[src/jbp_pkg.sv]
// Package for the JPEG bit packer with byte stuffing.
// Holds the shared constants, the controller state type and the command/status structs.
// No dependencies.
`timescale 1ns / 1ps

package jbp_pkg;

   localparam int VALUE_W        = 32;
   localparam int COUNT_W        = 6;
   localparam int BYTE_W         = 8;
   localparam int HELD_W         = 3;
   localparam int WORD_W         = VALUE_W + BYTE_W;
   localparam int LEFT_W         = 6;
   localparam int MAX_FIELD_BITS = 32;
   localparam int COUNT_LIMIT    = (MAX_FIELD_BITS < VALUE_W) ? MAX_FIELD_BITS : VALUE_W;

   localparam logic [BYTE_W-1:0] STUFF_TRIGGER = 8'hFF;
   localparam logic [BYTE_W-1:0] STUFF_BYTE    = 8'h00;

   localparam logic MODE_WRITE = 1'b0;
   localparam logic MODE_FLUSH = 1'b1;

   typedef enum logic [1:0] {
      ST_IDLE,
      ST_EMIT,
      ST_STUFF
   } state_type;

   typedef struct packed {
      logic load;
      logic emit_data;
      logic emit_stuff;
      logic commit;
   } cmd_type;

   typedef struct packed {
      logic has_byte;
      logic stuff_next;
      logic slot_free;
   } status_type;

endpackage

[src/jbp_ctrl.sv]
// Controller of the JPEG bit packer: sequences load, byte emission, stuffing and commit.
// Depends on jbp_pkg.
`timescale 1ns / 1ps

module jbp_ctrl
   import jbp_pkg::*;
(
   input  logic       clock,
   input  logic       reset,
   input  logic       req_valid,
   output logic       req_ready,
   input  status_type status,
   output cmd_type    cmd
);

   state_type state_ff;
   state_type state_in;

   always_ff @(posedge clock) begin
      if (reset) begin
         state_ff <= ST_IDLE;
      end else begin
         state_ff <= state_in;
      end
   end

   always_comb begin
      state_in  = state_ff;
      cmd       = '0;
      req_ready = 1'b0;
      unique case (state_ff)
         ST_IDLE: begin
            req_ready = 1'b1;
            if (req_valid) begin
               cmd.load = 1'b1;
               state_in = ST_EMIT;
            end
         end
         ST_EMIT: begin
            if (!status.has_byte) begin
               cmd.commit = 1'b1;
               state_in   = ST_IDLE;
            end else if (status.slot_free) begin
               cmd.emit_data = 1'b1;
               state_in      = status.stuff_next ? ST_STUFF : ST_EMIT;
            end
         end
         ST_STUFF: begin
            if (status.slot_free) begin
               cmd.emit_stuff = 1'b1;
               state_in       = ST_EMIT;
            end
         end
         default: begin
            state_in = ST_IDLE;
         end
      endcase
   end

endmodule

[src/jbp_datapath.sv]
// Datapath of the JPEG bit packer: bit accumulator, pending partial byte and output register.
// Depends on jbp_pkg.
`timescale 1ns / 1ps

module jbp_datapath
   import jbp_pkg::*;
(
   input  logic               clock,
   input  logic               reset,
   input  cmd_type            cmd,
   output status_type         status,
   input  logic               req_mode,
   input  logic [VALUE_W-1:0] req_bits_value,
   input  logic [COUNT_W-1:0] req_bits_count,
   input  logic               req_is_marker,
   output logic               rsp_valid,
   input  logic               rsp_ready,
   output logic [BYTE_W-1:0]  rsp_out_byte,
   output logic               rsp_last_of_run
);

   // Pending bits are kept left aligned; unused low bits are always zero.
   logic [BYTE_W-1:0] pend_ff;
   logic [HELD_W-1:0] held_ff;

   // Working word, left aligned, with left_ff valid bits from the top.
   logic [WORD_W-1:0] word_ff, word_in;
   logic [LEFT_W-1:0] left_ff, left_in;
   logic              stuff_en_ff, stuff_en_in;

   logic              valid_ff;
   logic [BYTE_W-1:0] byte_ff;
   logic              last_ff;

   logic [COUNT_W-1:0] cnt_sat;
   logic [WORD_W-1:0]  placed;
   logic [LEFT_W-1:0]  left_rest;
   logic [BYTE_W-1:0]  top_byte;

   assign cnt_sat   = (req_bits_count > COUNT_W'(COUNT_LIMIT)) ? COUNT_W'(COUNT_LIMIT)
                                                               : req_bits_count;
   // Shifting by (WORD_W - count) drops every value bit above the field length.
   assign placed    = {{BYTE_W{1'b0}}, req_bits_value} << (LEFT_W'(WORD_W) - cnt_sat);
   assign top_byte  = word_ff[WORD_W-1 -: BYTE_W];
   assign left_rest = left_ff - LEFT_W'(BYTE_W);

   assign status.has_byte   = (left_ff >= LEFT_W'(BYTE_W));
   assign status.stuff_next = stuff_en_ff && (top_byte == STUFF_TRIGGER);
   assign status.slot_free  = !valid_ff || rsp_ready;

   always_comb begin
      word_in     = word_ff;
      left_in     = left_ff;
      stuff_en_in = stuff_en_ff;
      if (cmd.load) begin
         if (req_mode == MODE_FLUSH) begin
            word_in     = {pend_ff, {VALUE_W{1'b0}}};
            left_in     = (held_ff != '0) ? LEFT_W'(BYTE_W) : '0;
            stuff_en_in = 1'b1;
         end else begin
            word_in     = {pend_ff, {VALUE_W{1'b0}}} | (placed >> held_ff);
            left_in     = LEFT_W'(held_ff) + LEFT_W'(cnt_sat);
            stuff_en_in = !req_is_marker;
         end
      end else if (cmd.emit_data) begin
         word_in = word_ff << BYTE_W;
         left_in = left_rest;
      end
   end

   always_ff @(posedge clock) begin
      word_ff     <= word_in;
      left_ff     <= left_in;
      stuff_en_ff <= stuff_en_in;
   end

   always_ff @(posedge clock) begin
      if (reset) begin
         pend_ff <= '0;
         held_ff <= '0;
      end else if (cmd.commit) begin
         pend_ff <= top_byte;
         held_ff <= left_ff[HELD_W-1:0];
      end
   end

   always_ff @(posedge clock) begin
      if (reset) begin
         valid_ff <= 1'b0;
      end else if (cmd.emit_data || cmd.emit_stuff) begin
         valid_ff <= 1'b1;
      end else if (rsp_ready) begin
         valid_ff <= 1'b0;
      end
   end

   always_ff @(posedge clock) begin
      if (cmd.emit_data) begin
         byte_ff <= top_byte;
         last_ff <= (left_rest < LEFT_W'(BYTE_W)) && !status.stuff_next;
      end else if (cmd.emit_stuff) begin
         byte_ff <= STUFF_BYTE;
         last_ff <= (left_ff < LEFT_W'(BYTE_W));
      end
   end

   assign rsp_valid       = valid_ff;
   assign rsp_out_byte    = byte_ff;
   assign rsp_last_of_run = last_ff;

endmodule

[src/jpeg_bit_packer_byte_stuffing.sv]
// Top level of the JPEG entropy bit packer with 0xFF byte stuffing.
// Instantiates jbp_ctrl and jbp_datapath; depends on jbp_pkg.
//
//   Channel | Ports                                        | Direction
//   --------+----------------------------------------------+----------
//   request | req_valid/ready, mode, bits_value/count,     | in
//           | is_marker                                    |
//   response| rsp_valid/ready, out_byte, last_of_run       | out
//
// An item takes a load step, one emit step per output byte (data or stuffing
// zero), and a closing step that stores the leftover bits. The single output
// byte register sets the pace of one byte per cycle while the response side
// is ready. Reset is synchronous and active high; it empties the partial byte
// and drops any pending beat. A stalled response beat holds the controller
// in place; a new request beat is taken once the previous item is closed,
// even while its final beat still waits on the response side.
`timescale 1ns / 1ps

module jpeg_bit_packer_byte_stuffing
   import jbp_pkg::*;
(
   input  logic               clock,
   input  logic               reset,
   input  logic               req_valid,
   output logic               req_ready,
   input  logic               req_mode,
   input  logic [VALUE_W-1:0] req_bits_value,
   input  logic [COUNT_W-1:0] req_bits_count,
   input  logic               req_is_marker,
   output logic               rsp_valid,
   input  logic               rsp_ready,
   output logic [BYTE_W-1:0]  rsp_out_byte,
   output logic               rsp_last_of_run
);

   // Commands go from the controller to the datapath, status comes back.
   cmd_type    cmd;
   status_type status;

   // The controller walks each item through load, emit, optional stuffing
   // and commit, and only accepts a request beat while idle.
   jbp_ctrl u_ctrl (
      .clock     (clock),
      .reset     (reset),
      .req_valid (req_valid),
      .req_ready (req_ready),
      .status    (status),
      .cmd       (cmd)
   );

   // The datapath merges new bits below the pending ones in a left-aligned
   // 40-bit word and shifts out one byte per emit command.
   jbp_datapath u_datapath (
      .clock           (clock),
      .reset           (reset),
      .cmd             (cmd),
      .status          (status),
      .req_mode        (req_mode),
      .req_bits_value  (req_bits_value),
      .req_bits_count  (req_bits_count),
      .req_is_marker   (req_is_marker),
      .rsp_valid       (rsp_valid),
      .rsp_ready       (rsp_ready),
      .rsp_out_byte    (rsp_out_byte),
      .rsp_last_of_run (rsp_last_of_run)
   );

endmodule

[config.mk]
export PLATFORM = sky130hd
export DESIGN_NAME = jpeg_bit_packer_byte_stuffing
export DESIGN_NICKNAME = d
export VERILOG_FILES = /design/src/jbp_pkg.sv /design/src/jbp_ctrl.sv /design/src/jbp_datapath.sv /design/src/jpeg_bit_packer_byte_stuffing.sv
export SDC_FILE = /design/constraint.sdc
export NUM_CORES = 1
export LEC_CHECK = 0
export BUFFER_PORTS_ARGS = -buffer_cell sky130_fd_sc_hd__buf_2
export CAP_MARGIN = 20
export CORE_MARGIN = 2
export CORE_UTILIZATION = 65
export CTS_BUF_LIST = sky130_fd_sc_hd__clkbuf_8
export CTS_CLUSTER_SIZE = 20
export DETAILED_ROUTE_END_ITERATION = 8
export GPL_TIMING_DRIVEN = 0
export PLACE_DENSITY = 0.86
export SLEW_MARGIN = 20
export SYNTH_ARGS = -nofsm -noshare
export SYNTH_HDL_FRONTEND = slang
export SYNTH_HIERARCHICAL = 1
export SYNTH_SLANG_ARGS = --single-unit
[constraint.sdc]
create_clock -name clock -period 13.9 [get_ports clock]
set_clock_uncertainty 0.2 [all_clocks]
set_input_delay 2.78 -clock clock [delete_from_list [all_inputs] [get_ports clock]]
set_output_delay 2.78 -clock clock [all_outputs]
set_load 0.05 [all_outputs]
==> metrics.txt <==
status=finished, final reports clean; Setup violations, final=0; Hold Path Class=reg2reg; met3 usage=between 10% and 20%; Avg Cell Area, Syn=9.45 um^2; TritonCTS Sinks=70; Synth cell types=83; max cap viols=0; number of global-route vias before repair=~6900; Final Hold Viols=0; drt via density=approximately 7.6; slew margin rel.=29.9%; sequential cell area=between 0.0015 and 0.002 mm^2; latest clock arrival within the worst-skew pair=roughly 360 ps; Ant. Diodes=0; Yosys warnings=6; Nets=roughly 840; largest net degree at the start of global routing=44; GR Util met1=a little over half; root buffer cell=clkbuf_8; post-layout worst setup margin=between 6000 and 7000 ps; VDD IR max=slightly below 0.0001 V; IO Port Bufs=between 50 and 60; Fin Setup TNS=0 ps; Overall Global Routing Usage=41.4%; area delta synth->final=9.71%; worst endpoint required time=between 10000 and 15000 ps; critical path class=in2reg; Leakage=between 2 and 3 nW; cell seen most often among critical-path stages=buf_4; Die W=107 um; footprint of the multi-input gates=about 0.0045 mm^2; fmax=between 0.1 and 0.15 GHz; Top FF cell, synth=edfxtp_1; Worst setup SP type=primary input; initial antenna violation count=0; post-layout util=between 70% and 80%; detailed placement HPWL=between 15000 and 20000 um; CTS tree=done; Post-synth EDFFs=56; met2 Use GR=around two thirds; min Tclk post-route=between 7000 and 8000 ps; filler cell count=a little under 800; post-CTS setup buffers=0; I/O pin count=55; crit path max-delay cell type=mux4_2; post_cts resized=0; global-route wire length before repair=36100 um; core area=0.0103 mm^2; via count=slightly above 7000; maximum fanout along the worst path=10; DIE HEIGHT=107 um; unrepaired setup endpoints after global routing=false; Worst-Margin Slew=1040 ps; layout cells sized above 1=approximately a fifth; die area=approximately 0.011 mm^2; Clock Tree Buf Depth=2; Initial DRC Count=a little over 900; GR Overflow Total=0; register area share after synthesis=approximately 29%; GRT busiest layer=met2; antenna violation net count after detailed routing=0; Worst-path clk slew=approximately 90 ps; buffers plus inverters on the worst setup path=9; CP cell instances=buf_4 > and2b_1 > buf_6 > inv_2 > buf_6 > buf_4 > ha_1 > buf_4 > buf_4 > buf_2 > buf_2 > mux4_2 > mux2i_1 > a31oi_1 > o2111ai_1 > o21ai_0 > mux4_2 > a22o_1; Mapped Area=between 0.006 and 0.007 mm^2; syn nets=just under 800; Worst EP arrival=7130 ps; crit end category=register; final worst-path cycle share=51.9%; Setup Slack @ Placement=about 6500 ps; # hold bufs at CTS=0; Worst path max stage delay=about 530 ps; GP Congestion=between 1 and 1.5; Initial Util=66.6%; cts bufs inserted=9; DRT Wirelength=around 23000 um; cell family with most CP delay=buffers and inverters; Syn Inst Count=724; Pins Over Slew Limit=0; 1st-pass router iterations=6; PD cells=107 mW/mm^2; ys async rst share=0%; row count=37; DRC viols=0; H-tree Lvls=3; Seq cells post-synth=70; WL/cell=~25 um
==> metal layers <==
metal	part of all wire [%]	routed length, um	vias to the layer above
li1	-	-	2972
met1	38	8840	3394
met2	45	10600	585
met3	12	2810	129
met4	4.9	1160	0
met5	0	0	-
==> logic make-up after synthesis <==
kind of cell | after synthesis | share of synthesized area [%]
and+or+nand+nor | 222 | 15.8
AOI/OAI and AO/OA | 206 | 21.8
muxes | 128 | 25.4
xor gates and xnor gates | 5 | 1.19
buffers and inverters | 86 | 5.82
adders and majority gates | 7 | 1.39
DFF | 70 | 28.7
==> placed cells by master (no fill, tap or decap), types with 7 or more instances in the layout <==
cell type,count
mux2i_1,83
buf_2,61
nand2_1,58
nor2_1,57
edfxtp_1,56
a21oi_1,36
clkbuf_1,33
o21ai_0,32
mux4_2,30
nand3_1,29
inv_1,21
nor3_1,19
o221ai_1,18
a211oi_1,16
dfxtp_1,14
and2_1,13
buf_4,11
mux2_2,11
clkbuf_8,9
a22oi_1,9
o22ai_1,9
o211ai_1,8
a31oi_1,8
a22o_1,8
o32ai_1,7
==> synth_stat cells, types with 6 or more instances <==
cell type	instances	share of area [%]
a211oi_1	16	1.8
a21oi_1	36	2.6
a22o_1	8	1.0
a22oi_1	9	0.99
a31oi_1	8	0.73
and2_1	13	1.2
buf_1	6	0.33
buf_2	9	0.66
buf_4	11	1.2
clkbuf_1	33	1.8
dfxtp_1	14	4.1
edfxtp_1	56	25
ha_1	6	1.1
inv_1	21	1.2
mux2_2	11	1.8
mux2i_1	83	12
mux4_2	30	9.9
nand2_1	58	3.2
nand3_1	29	2.1
nor2_1	57	3.1
nor3_1	20	1.5
o211ai_1	8	0.88
o21ai_0	32	2.3
o221ai_1	18	2.3
o22ai_1	9	0.82
o32ai_1	7	0.90
or3_1	6	0.55
==> power by group <==
| part | internal, mW | switching [mW] | total (mW) |
|---|---|---|---|
| sequential | 0.265 | 0.0142 | 0.279 |
| clock | 0.104 | 0.0866 | 0.190 |
| combinational | 0.125 | 0.212 | 0.337 |
| total | 0.494 | 0.313 | 0.807 |
==> worst paths after layout <==
kind                                 end  slack, ps  depth (start not counted)                  start
setup / recovery  u_datapath/word_ff[29]       6680                         18      req_bits_count[0]
hold / removal     u_datapath/pend_ff[2]        320                          2  u_datapath/pend_ff[2]
hold reg to reg    u_datapath/pend_ff[2]        320                          2  u_datapath/pend_ff[2]
setup reg to reg   u_datapath/left_ff[4]      10530                          9  u_datapath/held_ff[1]
==> worst min-delay path, cell delays in order (launching register included) <==
cell and delay (ps):
dfxtp_1 340, mux2i_1 70, nor2_1 80
==> stage by stage <==
step	area [um^2]	power (mW)	instances	hold WS, ps
4_1_cts	7510	0.793	928	321
6_report	7510	0.807	928	324
2_1_floorplan	6840	0.511	724	254
3_3_place_gp	7270	0.594	912	281
5_1_grt	7510	0.833	928	350
3_5_place_dp	7280	0.603	912	281
==> area by class of cell <==
type                    instances  share of cell area (%)
multi-input cells             568                    59.8
flip-flops and latches         70                    26.1
plain buffers                  62                    4.10
repair buffers                 52                    3.47
well taps                     136                    2.27
clock buffers                   9                    1.65
clock inverters                 7                    1.40
inverters                      24                    1.20
==> flip-flops by register name (all words and copies together) (netlist names) <==
register / cells
u_ctrl/state_ff: 2
u_datapath/held_ff: 3
u_datapath/left_ff: 6
u_datapath/pend_ff: 8
u_datapath/rsp_last_of_run: 1
u_datapath/rsp_out_byte: 8
u_datapath/rsp_valid: 1
u_datapath/stuff_en_ff: 1
u_datapath/word_ff: 40
Note: power is estimated with default switching activity, not from simulation.
